[src/design/scu_pkg.sv]
`timescale 1ns / 1ps

package scu_pkg;

	// register file and word geometry
	localparam int REGISTER_COUNT = 8;
	localparam int REG_IDX_W      = $clog2(REGISTER_COUNT);
	localparam int DATA_W         = 32;
	localparam int COUNT_MODULUS  = 64;
	localparam int COUNT_W        = $clog2(COUNT_MODULUS);
	localparam int OPCODE_W       = 16;

	// operand size codes from opcode bits 7:6
	localparam logic [1:0] SIZE_BYTE  = 2'd0;
	localparam logic [1:0] SIZE_WORD  = 2'd1;
	localparam logic [1:0] SIZE_LONG  = 2'd2;
	localparam logic [1:0] SIZE_BAD   = 2'd3;

	// item commands
	localparam logic CMD_SHIFT = 1'b0;
	localparam logic CMD_LOAD  = 1'b1;

	// immediate count field of zero stands for eight
	localparam logic [COUNT_W-1:0] IMM_ZERO_COUNT = COUNT_W'(8);

	// flag positions in the condition code register
	localparam int FLAG_X = 4;
	localparam int FLAG_N = 3;
	localparam int FLAG_Z = 2;
	localparam int FLAG_V = 1;
	localparam int FLAG_C = 0;

	// control for one single-bit shift step
	typedef struct packed {
		logic [1:0] size;
		logic       shift_right;
		logic       logical_shift;
	} step_ctl_t;

	// mask of the sized operand
	function automatic logic [DATA_W-1:0] size_mask(input logic [1:0] size);
		logic [DATA_W-1:0] m;
		case (size)
			SIZE_BYTE: m = 32'h0000_00ff;
			SIZE_WORD: m = 32'h0000_ffff;
			default:   m = 32'hffff_ffff;
		endcase
		return m;
	endfunction

	// sign bit position of the sized operand, as a one-hot word
	function automatic logic [DATA_W-1:0] size_msb(input logic [1:0] size);
		logic [DATA_W-1:0] m;
		case (size)
			SIZE_BYTE: m = 32'h0000_0080;
			SIZE_WORD: m = 32'h0000_8000;
			default:   m = 32'h8000_0000;
		endcase
		return m;
	endfunction

endpackage

[src/design/shift_unit_with_condition_codes.sv]
`timescale 1ns / 1ps

// Shift unit with eight 32-bit data registers and X N Z V C flags. Each input
// word is either a load (writes one data register, flags untouched) or an
// ASL/ASR/LSL/LSR shift of the byte, word or long of a target register, with a
// count from the opcode (0 means 8) or from a data register modulo 64. One
// result word comes back per input word. A single one-bit shifter is reused
// once per count step (count 0 to 63); a register count is read in a state of
// its own, and a load or a size-3 shift does not use the shifter.
// One word is worked on at a time; a new word is accepted while the previous
// result still waits in the output register. Registers read as zero after
// reset until written.

module shift_unit_with_condition_codes import scu_pkg::*; (
	input  logic                clk,
	input  logic                arst_n,
	input  logic                in_valid,
	output logic                in_ready,
	input  logic                command,
	input  logic [OPCODE_W-1:0] opcode,
	input  logic                shift_right,
	input  logic                logical_shift,
	input  logic [REG_IDX_W-1:0] load_index,
	input  logic [DATA_W-1:0]   load_value,
	output logic                out_valid,
	input  logic                out_ready,
	output logic [DATA_W-1:0]   result_value,
	output logic                flag_x,
	output logic                flag_n,
	output logic                flag_z,
	output logic                flag_v,
	output logic                flag_c,
	output logic                bad_size
);

	typedef enum logic [2:0] {
		S_IDLE,
		S_DECODE,
		S_TARGET,
		S_COUNT,
		S_SHIFT,
		S_WRITE,
		S_FINISH
	} state_t;

	state_t state_q;

	// latched input word
	logic                 command_q;
	logic [REG_IDX_W-1:0] target_q;
	logic [REG_IDX_W-1:0] field_q;
	logic                 cnt_from_reg_q;
	step_ctl_t            ctl_q;
	logic [REG_IDX_W-1:0] load_index_q;
	logic [DATA_W-1:0]    load_value_q;

	// working registers
	logic [DATA_W-1:0]    tgt_q;
	logic [DATA_W-1:0]    data_q;
	logic [COUNT_W-1:0]   cnt_q;
	logic                 cnt_nz_q;
	logic                 c_q;
	logic                 v_q;
	logic [4:0]           flags_q;
	logic [DATA_W-1:0]    res_value_q;
	logic                 res_bad_q;

	// output register
	logic                 out_valid_q;
	logic [DATA_W-1:0]    result_value_q;
	logic [4:0]           out_flags_q;
	logic                 bad_size_q;

	// register file valid bits
	logic [REGISTER_COUNT-1:0] reg_valid_q;
	logic [REG_IDX_W-1:0]      rd_addr_q;

	logic                 rf_we;
	logic [REG_IDX_W-1:0] rf_waddr;
	logic [DATA_W-1:0]    rf_wdata;
	logic [REG_IDX_W-1:0] rf_raddr;
	logic [DATA_W-1:0]    rf_rdata;
	logic [DATA_W-1:0]    rd_val;

	logic [DATA_W-1:0]    mask;
	logic [DATA_W-1:0]    msb;
	logic [DATA_W-1:0]    merged;
	logic                 res_n;
	logic                 res_z;
	logic                 res_v;

	logic [DATA_W-1:0]    step_data;
	logic                 step_carry;
	logic                 step_change;

	logic                 in_acc;
	logic                 out_free;
	logic                 out_load;

	assign in_acc   = in_valid && in_ready;
	assign out_free = !out_valid_q || out_ready;
	assign out_load = (state_q == S_FINISH) && out_free;
	assign in_ready = state_q == S_IDLE;

	assign mask   = size_mask(ctl_q.size);
	assign msb    = size_msb(ctl_q.size);
	assign merged = (tgt_q & ~mask) | data_q;
	assign res_n  = |(data_q & msb);
	assign res_z  = data_q == '0;
	assign res_v  = v_q && !ctl_q.shift_right && !ctl_q.logical_shift;

	// register file read address: target first, count register next
	assign rf_raddr = (state_q == S_TARGET) ? field_q : target_q;
	assign rd_val   = reg_valid_q[rd_addr_q] ? rf_rdata : '0;

	// register file writes for loads and shift writeback
	always_comb begin
		rf_we    = 1'b0;
		rf_waddr = target_q;
		rf_wdata = merged;
		if (state_q == S_DECODE && command_q == CMD_LOAD) begin
			rf_we    = 1'b1;
			rf_waddr = load_index_q;
			rf_wdata = load_value_q;
		end else if (state_q == S_WRITE) begin
			rf_we = 1'b1;
		end
	end

	scu_ram #(
		.WIDTH(DATA_W),
		.DEPTH(REGISTER_COUNT)
	) u_regfile (
		.clk   (clk),
		.we    (rf_we),
		.waddr (rf_waddr),
		.wdata (rf_wdata),
		.raddr (rf_raddr),
		.rdata (rf_rdata)
	);

	scu_shift_step u_step (
		.ctl         (ctl_q),
		.data_in     (data_q),
		.data_out    (step_data),
		.carry       (step_carry),
		.sign_change (step_change)
	);

	// sequencer
	always_ff @(posedge clk or negedge arst_n) begin
		if (!arst_n) begin
			state_q        <= S_IDLE;
			command_q      <= CMD_SHIFT;
			target_q       <= '0;
			field_q        <= '0;
			cnt_from_reg_q <= 1'b0;
			ctl_q          <= '0;
			load_index_q   <= '0;
			load_value_q   <= '0;
			tgt_q          <= '0;
			data_q         <= '0;
			cnt_q          <= '0;
			cnt_nz_q       <= 1'b0;
			c_q            <= 1'b0;
			v_q            <= 1'b0;
			flags_q        <= '0;
			res_value_q    <= '0;
			res_bad_q      <= 1'b0;
			out_valid_q    <= 1'b0;
			result_value_q <= '0;
			out_flags_q    <= '0;
			bad_size_q     <= 1'b0;
			reg_valid_q    <= '0;
			rd_addr_q      <= '0;
		end else begin
			rd_addr_q <= rf_raddr;
			if (rf_we) begin
				reg_valid_q[rf_waddr] <= 1'b1;
			end
			// output word valid: set on handover, cleared when taken
			if (out_load) begin
				out_valid_q <= 1'b1;
			end else if (out_valid_q && out_ready) begin
				out_valid_q <= 1'b0;
			end

			case (state_q)
				S_IDLE: begin
					if (in_acc) begin
						command_q         <= command;
						target_q          <= opcode[2:0];
						field_q           <= opcode[11:9];
						cnt_from_reg_q    <= opcode[5];
						ctl_q.size        <= opcode[7:6];
						ctl_q.shift_right <= shift_right;
						ctl_q.logical_shift <= logical_shift;
						load_index_q      <= load_index;
						load_value_q      <= load_value;
						state_q           <= S_DECODE;
					end
				end
				S_DECODE: begin
					if (command_q == CMD_LOAD) begin
						res_value_q <= load_value_q;
						res_bad_q   <= 1'b0;
						state_q     <= S_FINISH;
					end else begin
						state_q <= S_TARGET;
					end
				end
				S_TARGET: begin
					tgt_q  <= rd_val;
					data_q <= rd_val & mask;
					c_q    <= 1'b0;
					v_q    <= 1'b0;
					if (ctl_q.size == SIZE_BAD) begin
						res_value_q <= rd_val;
						res_bad_q   <= 1'b1;
						state_q     <= S_FINISH;
					end else if (cnt_from_reg_q) begin
						state_q <= S_COUNT;
					end else begin
						cnt_q    <= (field_q == '0) ? IMM_ZERO_COUNT : COUNT_W'(field_q);
						cnt_nz_q <= 1'b1;
						state_q  <= S_SHIFT;
					end
				end
				S_COUNT: begin
					cnt_q    <= rd_val[COUNT_W-1:0];
					cnt_nz_q <= rd_val[COUNT_W-1:0] != '0;
					state_q  <= S_SHIFT;
				end
				S_SHIFT: begin
					// one bit per cycle through the shared step unit
					if (cnt_q == '0) begin
						state_q <= S_WRITE;
					end else begin
						data_q <= step_data;
						c_q    <= step_carry;
						v_q    <= v_q | step_change;
						cnt_q  <= cnt_q - COUNT_W'(1);
					end
				end
				S_WRITE: begin
					flags_q[FLAG_X] <= cnt_nz_q ? c_q : flags_q[FLAG_X];
					flags_q[FLAG_N] <= res_n;
					flags_q[FLAG_Z] <= res_z;
					flags_q[FLAG_V] <= res_v;
					flags_q[FLAG_C] <= c_q;
					res_value_q     <= merged;
					res_bad_q       <= 1'b0;
					state_q         <= S_FINISH;
				end
				S_FINISH: begin
					// hand the word over once the output register is free
					if (out_free) begin
						result_value_q <= res_value_q;
						out_flags_q    <= flags_q;
						bad_size_q     <= res_bad_q;
						state_q        <= S_IDLE;
					end
				end
				default: begin
					state_q <= S_IDLE;
				end
			endcase
		end
	end

	assign out_valid    = out_valid_q;
	assign result_value = result_value_q;
	assign flag_x       = out_flags_q[FLAG_X];
	assign flag_n       = out_flags_q[FLAG_N];
	assign flag_z       = out_flags_q[FLAG_Z];
	assign flag_v       = out_flags_q[FLAG_V];
	assign flag_c       = out_flags_q[FLAG_C];
	assign bad_size     = bad_size_q;

endmodule

[src/design/scu_ram.sv]
`timescale 1ns / 1ps

module scu_ram #(
	parameter int WIDTH = 32,
	parameter int DEPTH = 8
) (
	input  logic                     clk,
	input  logic                     we,
	input  logic [$clog2(DEPTH)-1:0] waddr,
	input  logic [WIDTH-1:0]         wdata,
	input  logic [$clog2(DEPTH)-1:0] raddr,
	output logic [WIDTH-1:0]         rdata
);

	logic [WIDTH-1:0] mem [DEPTH];

	// one write port, registered read port
	always_ff @(posedge clk) begin
		if (we) begin
			mem[waddr] <= wdata;
		end
		rdata <= mem[raddr];
	end

endmodule

[src/design/scu_shift_step.sv]
`timescale 1ns / 1ps

module scu_shift_step import scu_pkg::*; (
	input  step_ctl_t         ctl,
	input  logic [DATA_W-1:0] data_in,
	output logic [DATA_W-1:0] data_out,
	output logic              carry,
	output logic              sign_change
);

	logic [DATA_W-1:0] mask;
	logic [DATA_W-1:0] msb;
	logic              msb_in;
	logic [DATA_W-1:0] left_val;
	logic [DATA_W-1:0] right_val;

	assign mask   = size_mask(ctl.size);
	assign msb    = size_msb(ctl.size);
	assign msb_in = |(data_in & msb);

	// left fills with zero, right fills with sign for arithmetic
	assign left_val  = (data_in << 1) & mask;
	assign right_val = (data_in >> 1) | ((msb_in && !ctl.logical_shift) ? msb : '0);

	// one bit of shift, carry is the bit pushed out
	always_comb begin
		if (ctl.shift_right) begin
			data_out    = right_val;
			carry       = data_in[0];
			sign_change = 1'b0;
		end else begin
			data_out    = left_val;
			carry       = msb_in;
			sign_change = msb_in != (|(left_val & msb));
		end
	end

endmodule

[config.mk]
export PLATFORM = sky130hd
export DESIGN_NAME = shift_unit_with_condition_codes
export DESIGN_NICKNAME = d
export VERILOG_FILES = /design/src/design/scu_pkg.sv /design/src/design/shift_unit_with_condition_codes.sv /design/src/design/scu_ram.sv /design/src/design/scu_shift_step.sv
export SDC_FILE = /design/constraint.sdc
export NUM_CORES = 1
export LEC_CHECK = 0
export ABC_CLOCK_PERIOD_IN_PS = 5230
export BUFFER_PORTS_ARGS = -buffer_cell sky130_fd_sc_hd__buf_4
export CORE_UTILIZATION = 61
export DETAILED_ROUTE_END_ITERATION = 10
export PLACE_DENSITY = 0.79
export SLEW_MARGIN = 20
export SYNTH_ARGS = -nofsm -noshare
export SYNTH_HDL_FRONTEND = slang
export SYNTH_HIERARCHICAL = 1
export SYNTH_SLANG_ARGS = --single-unit
export TNS_END_PERCENT = 10
[constraint.sdc]
create_clock -name clk -period 5.23 [get_ports clk]
set_input_delay 0.7845 -clock clk [delete_from_list [all_inputs] [get_ports clk]]
set_output_delay 0.7845 -clock clk [all_outputs]
set_load 0.005 [all_outputs]
==> results of run 1 <==
==> sequential cells by signal (all words and copies together), names as in the netlist, 4 cells and up <==
signal	cells
res_value_q	32
cnt_q	6
u_regfile/rdata	32
out_flags_q	5
tgt_q	24
reg_valid_q	8
ctl_q	4
result_value	32
flags_q	5
u_regfile/mem	256
data_q	32
load_value_q	32
==> through the flow <==
step                power (mW)  worst slack [ns]  hold slack [ns]  area [sq um]
detailed placement       12.11             1.923           0.4530         21690
global route             16.47             1.888           0.3979         23330
floorplan                10.35             1.124           0.4240         20660
global placement         11.82             2.000           0.4393         21690
finish                   15.72             2.019           0.3201         23330
CTS                      15.71             1.843           0.3562         23330
==> where the power goes <==
| part | internal [mW] | switching (mW) | leakage [nW] |
|---|---|---|---|
| Clock | 2.09 | 1.44 | 0.803 |
| Combinational | 2.40 | 3.21 | 3.12 |
| Sequential | 5.57 | 0.999 | 5.01 |
==> layout by cell type (no fill, tap or decap), types with 13 or more instances in the layout <==
cell type / n
edfxtp_1: 256
dfrtp_1: 203
nand2_1: 181
mux2_2: 124
buf_4: 114
nor2_1: 69
a31oi_1: 68
a21oi_1: 57
clkbuf_16: 50
nand4_1: 49
mux4_1: 40
nor3_1: 39
o21ai_0: 34
nand3_1: 34
dfxtp_1: 32
and3_1: 25
a2bb2oi_1: 24
mux4_2: 24
clkbuf_1: 13
==> cells in the mapped netlist, drive strengths merged, types with 3 or more instances <==
library cell and number:
nand3 34, nand2 184, edfxtp 256, dfrtp 203
and3 25, mux2 124, nor3b 3, inv 7
or2 3, nand4 49, o211ai 3, nor3 42
o21ai 34, nor4 10, nor2 78, clkbuf 42
nor2b 5, a21o 4, dfxtp 32, mux4 64
and2 4, a31oi 69, a2bb2oi 25, nand3b 4
a22oi 9, nand2b 8, o21bai 4, mux2i 5
buf 66, a21oi 57
==> final timing paths <==
path | endpoint | slack, ns | cells past startpoint
worst max-delay path | u_regfile/rdata[8] | 2.02 | 7
max in group asynchronous | res_value_q[17] | 3.92 | 2
worst min-delay path | reg_valid_q[6] | 0.32 | 1
min in group clk | load_value_q[15] | 0.43 | 2
worst min register to register | reg_valid_q[1] | 0.46 | 1
worst max register to register | u_regfile/rdata[8] | 2.02 | 7
==> kinds of logic after synthesis <==
group                      share of synthesized area [%]
muxes                                              14.70
adders and majority gates                         0.1211
DFF                                                64.89
buffers and inverters                              2.828
and+or+nand+nor                                    10.48
AOI/OAI and AO/OA                                  6.807
xor gates and xnor gates                          0.1696
==> per-layer routing <==
metal / GRT usage [%] / part of all wire, %
met5: 0 / 0
met1: 41.03 / 40
met2: 46.82 / 47
met4: 12.13 / 3.6
met3: 4.715 / 9.5
==> cell type report <==
class	instances	area, sq um	area share, %
clock inverters	22	255.2	1.094
repair buffers	118	930.9	3.989
flip-flops and latches	491	13410	57.46
clock buffers	69	1383	5.925
multi-input cells	876	6768	29.00
inverters	8	30.03	0.1287
well taps	448	560.5	2.402
==> summary.md, run 1 <==
| Metric | Value |
|---|---|
| DRT iter0 DRCs | 1199 |
| Hold Vio Cnt, Final | 0 |
| CTS tree | built |
| Worst Path Class, Setup | flip-flop to flip-flop |
| Row cnt | 67 |
| Top cell type's share of synthesized area | 37.21% |
| Leak | 8.930 nW |
| Post_cts resized | 0 |
| Crit-path max FO | 39 |
| Final slew viol count | 0 |
| DRT antenna net count | 0 |
| Average vias per placed instance | 6.578 |
| Crit path required time | 5.70 ns |
| Routability cong. | 0.8586 |
| Syn Inst Count | 1483 |
| Cts hold-fix bufs | 0 |
| Ports | 98 |
| Worst vdd ir | 0.4029 mV |
| # fillers | 2135 |
| Largest net degree at the start of global routing | 122 |
| Post-CTS setup buffers | 0 |
| Htree depth | 2 |
| Async set-reset flop share out of synthesis | 41.34% |
| Final setup TNS | 0 ns |
| Util after Layout | 69.76% |
| Final period util | 61.40% |
| Worst Setup End Kind | flip-flop |
| Clock Root Buffer | clkbuf_16 |
| Power Density | 673.7 mW/mm^2 |
| Reg2reg start | state_q[0] |
| Initial antenna violation count | 0 |
| Peak Freq | 311.4 MHz |
| TritonCTS buffer count | 49 |
| Mapped Avg Cell Area | 13.93 sq um |
| Ys Warns | 6 |
| Worst-Margin Slew | 1.073 ns |
| Max_slew headroom | 28.19% |
| Register area share after synthesis | 64.89% |
| Layout Cells excl Fill | 2032 |
| Diodes inserted | 0 |
| CTS sink cnt | 491 |
| Area growth syn-to-layout | 12.94% |
| Maxcap violations | 0 |
| Final setup viols | 0 |
| Synthesized Nets | 1543 |
| Vias in the first global route | 13223 |
| Layout cells sized above 1 | 23.04% |
| CP startpoint kind | flip-flop |
| Largest cells by area after synthesis | edfxtp_1 (37%), dfrtp_1 (25%), mux2_2 (6.8%), mux4_1 (5.1%), nand2_1 (3.3%) |
| Height of the die | 186.0 microns |
| Global route total overflow | 0 |
| Status | finished clean |
| Data arrival time of the worst path | 3.68 ns |
| Die X | 186.0 microns |
| Final min period | 3.211 ns |
| Final wirelength | 49.25 mm |
| Die area | 0.03461 sq mm |
| Starting Density | 61.77% |
| Synth unique cells | 60 |
| Number of synthesized flops with an enable pin | 256 |
| Worst-Skew Late Latency | 0.58 ns |
| Post-synth top flop | edfxtp_1 |
| Total core area | 0.03345 sq mm |
| Synthesis-stage register bit count | 491 |
| First-pass GRT wire length | 75.84 mm |
| Total Nets Final | 1604 |
| Wire per inst | 24.23 microns |
| Bufs and invs on worst path | 2 |
| Worst path cell trace | or3b_1, buf_4, nand2_1, nand2_2, buf_12, mux4_1, mux2_2 |
| Synth Cell Area | 0.02066 sq mm |
| Max Root-Sink Buffers | 3 |
| Placed cells | 1941 |
| Crit path from | state_q[0] |
| Hold Path Class | primary input to async pin |
| DRC Markers | 0 |
| PortBufs | 90 |
| DPL Wire Length | 27.24 mm |
| GRT Util Overall | 29.51% |
| DR vias | 13367 |
| Router iterations before antenna repair | 6 |
| Reg clk slew, reported paths | 0.07 ns |
| Slowest stage delay, CP | 0.77 ns |
| Yosys top cell by area | edfxtp_1 |
| CP max stage cell | dfrtp_1 |
| Clk_skew | 0.01223 ns |
| RSZ-0062 raised after global routing | no |
| Largest delay share family, worst path | simple AND/OR/NAND/NOR gates |
(Power assumes the default switching activity.)
==> run 2: changes to the inputs <==
--- a/config.mk
+++ b/config.mk
@@ -5,11 +5,11 @@
 export SDC_FILE = /design/constraint.sdc
 export NUM_CORES = 1
 export LEC_CHECK = 0
-export ABC_CLOCK_PERIOD_IN_PS = 5230
+export ABC_CLOCK_PERIOD_IN_PS = 2890
 export BUFFER_PORTS_ARGS = -buffer_cell sky130_fd_sc_hd__buf_4
-export CORE_UTILIZATION = 61
+export CORE_UTILIZATION = 55
 export DETAILED_ROUTE_END_ITERATION = 10
-export PLACE_DENSITY = 0.79
+export PLACE_DENSITY = 0.75
 export SLEW_MARGIN = 20
 export SYNTH_ARGS = -nofsm -noshare
 export SYNTH_HDL_FRONTEND = slang
==> constraint.sdc (replaced) <==
create_clock -name clk -period 2.89 [get_ports clk]
set_input_delay 0.4335 -clock clk [delete_from_list [all_inputs] [get_ports clk]]
set_output_delay 0.4335 -clock clk [all_outputs]
set_load 0.005 [all_outputs]
==> summary.md, run 2 (synthesis gave the netlist of run 1 again) <==
| Metric | Value |
|---|---|
| Final min period | 2.578 ns |
| Hold Vio Cnt, Final | 0 |
| Util after Layout | 64.37% |
| Final period util | 89.22% |
| Total core area | 0.03679 sq mm |
| Bufs and invs on worst path | 1 |
| Initial antenna violation count | 0 |
| Leak | 9.078 nW |
| Worst-Margin Slew | 0.8516 ns |
| Final setup viols | 0 |
| TritonCTS buffer count | 48 |
| Worst path cell trace | nor3b_4, nand2_1, nand2_4, buf_12, mux4_1, mux2_2 |
| Final Power | 28.59 mW |
| Area of the multi-input gates | 0.006773 sq mm |
| CTS sink cnt | 491 |
| DRC Markers | 0 |
| DR vias | 13274 |
| Worst vdd ir | 0.6933 mV |
| Post_cts resized | 0 |
| Most frequent standard cell in the layout excluding fill and tap cells | edfxtp_1 |
| Area growth syn-to-layout | 14.60% |
| Crit-path max FO | 31 |
| Layout cells sized above 1 | 24.39% |
| Busiest grt layer | met2 |
| Largest delay share family, worst path | multiplexers |
| Average vias per placed instance | 6.385 |
| Clk_skew | 0.01284 ns |
| GRT Util Overall | 26.41% |
| DRT iter0 DRCs | 1375 |
| Slowest stage delay, CP | 0.61 ns |
| Post-CTS setup buffers | 0 |
| Seq pwr share | 41.3% |
| Status | finished clean |
| Worst Path Class, Setup | flip-flop to flip-flop |
| Psw | 10.33 mW |
| Ports | 98 |
| Htree depth | 2 |
| GRT met1 Usage | 37.31% |
| Total Nets Final | 1631 |
| CTS tree | built |
| Die area | 0.03835 sq mm |
| Sequential cell area | 0.01341 sq mm |
| Clock power frac | 21.4% |
| Met2 usage | 41.57% |
| Hold Path Class | primary input to flip-flop |
| Diodes inserted | 0 |
| Routability cong. | 0.8431 |
| CP startpoint kind | flip-flop |
| CP max stage cell | mux4_1 |
| Height of the die | 195.8 microns |
| Row cnt | 70 |
| Met3 Use GR | 4.693% |
| Power Density | 1208 mW/mm^2 |
| Starting Density | 56.17% |
| Vias in the first global route | 13221 |
| Worst-Skew Late Latency | 0.58 ns |
| Reg clk slew, reported paths | 0.07 ns |
| Global route total overflow | 0 |
| Largest net degree at the start of global routing | 82 |
| Wire per inst | 23.78 microns |
| DRT antenna net count | 0 |
| Cell-internal power | 18.26 mW |
| Clock Root Buffer | clkbuf_16 |
| Max reg flops | 256 |
| RSZ-0062 raised after global routing | no |
| Worst Setup End Kind | flip-flop |
| Maxcap violations | 0 |
| First-pass GRT wire length | 77.07 mm |
| Sw Share | 36.13% |
| Router iterations before antenna repair | 6 |
| R2R setup slack | 0.31 ns |
| Max_slew headroom | 43.03% |
| Data arrival time of the worst path | 3.05 ns |
| Commonest cells after routing, fill and taps aside | edfxtp_1 (256), dfrtp_1 (203), nand2_1 (182), buf_4 (126), mux2_2 (124) |
| DPL Wire Length | 28.81 mm |
| Crit path required time | 3.36 ns |
| # fillers | 2631 |
| Most flop-heavy register | u_regfile/mem |
| Logic pwr share | 37.3% |
| Die X | 195.8 microns |
| Max Root-Sink Buffers | 3 |
| PortBufs | 90 |
| Final slew viol count | 0 |
| Peak Freq | 387.8 MHz |
| Final wirelength | 49.44 mm |
## run 2: path summary, 6_finish.rpt
check | from | to | depth (start not counted)
worst max-delay path | state_q[1] | u_regfile/rdata[12] | 6
worst min-delay path | load_value[16] | load_value_q[16] | 2
worst max register to register | state_q[1] | u_regfile/rdata[12] | 6
worst min register to register | reg_valid_q[2] | reg_valid_q[2] | 1
max in group asynchronous | arst_n | load_value_q[18] | 3
min in group asynchronous | arst_n | target_q[0] | 2
## run 2: power by group through the flow
| stage | clock (mW) | combinational (mW) | sequential (mW) |
|---|---|---|---|
| after floorplan | 0 | 7.59 | 11.1 |
| after global placement | 0 | 10.1 | 11.8 |
| after detailed placement | 0 | 10.5 | 11.9 |
| after CTS | 6.22 | 10.6 | 11.8 |
| after global routing | 6.47 | 11.5 | 12.0 |
| final | 6.12 | 10.7 | 11.8 |
## run 2: per-layer routing
layer	up-vias	part of all wire, %
met1	6672	42
met2	681	47
met4	0	2.6
met3	94	8.4
li1	5827	-
met5	-	0
## run 2: worst reg2reg max path, stage by stage (launching register included)
cell and delay (ns):
dfrtp_1 0.57, nor3b_4 0.33, nand2_1 0.13, nand2_4 0.22, buf_12 0.27, mux4_1 0.66
mux2_2 0.28
## run 2: layout make-up
| class | instances | share of cell area [%] |
|---|---|---|
| multi-input cells | 876 | 28.60 |
| inverters | 8 | 0.1268 |
| well taps | 468 | 2.473 |
| clock buffers | 66 | 5.702 |
| flip-flops and latches | 491 | 56.63 |
| clock inverters | 24 | 0.8455 |
| repair buffers | 146 | 5.623 |
## run 2: stage by stage
step | setup TNS (ns) | setup slack (ns) | std cells | area [sq um] | hold slack [ns]
floorplan | -82.82 | -0.3593 | 1483 | 20670 | 0.1379
global placement | 0 | 0.4478 | 1988 | 22120 | 0.4440
detailed placement | 0 | 0.3670 | 1988 | 22120 | 0.4484
CTS | 0 | 0.3032 | 2079 | 23680 | 0.06006
global route | 0 | 0.1975 | 2079 | 23680 | 0.07591
finish | 0 | 0.3116 | 2079 | 23680 | 0.07998
## run 2: repair_timing
item / in CTS / in global routing
hold endpoints to repair: 78 / 0
setup endpoints to repair: 0 / 0
hold buffers: 1 / 0
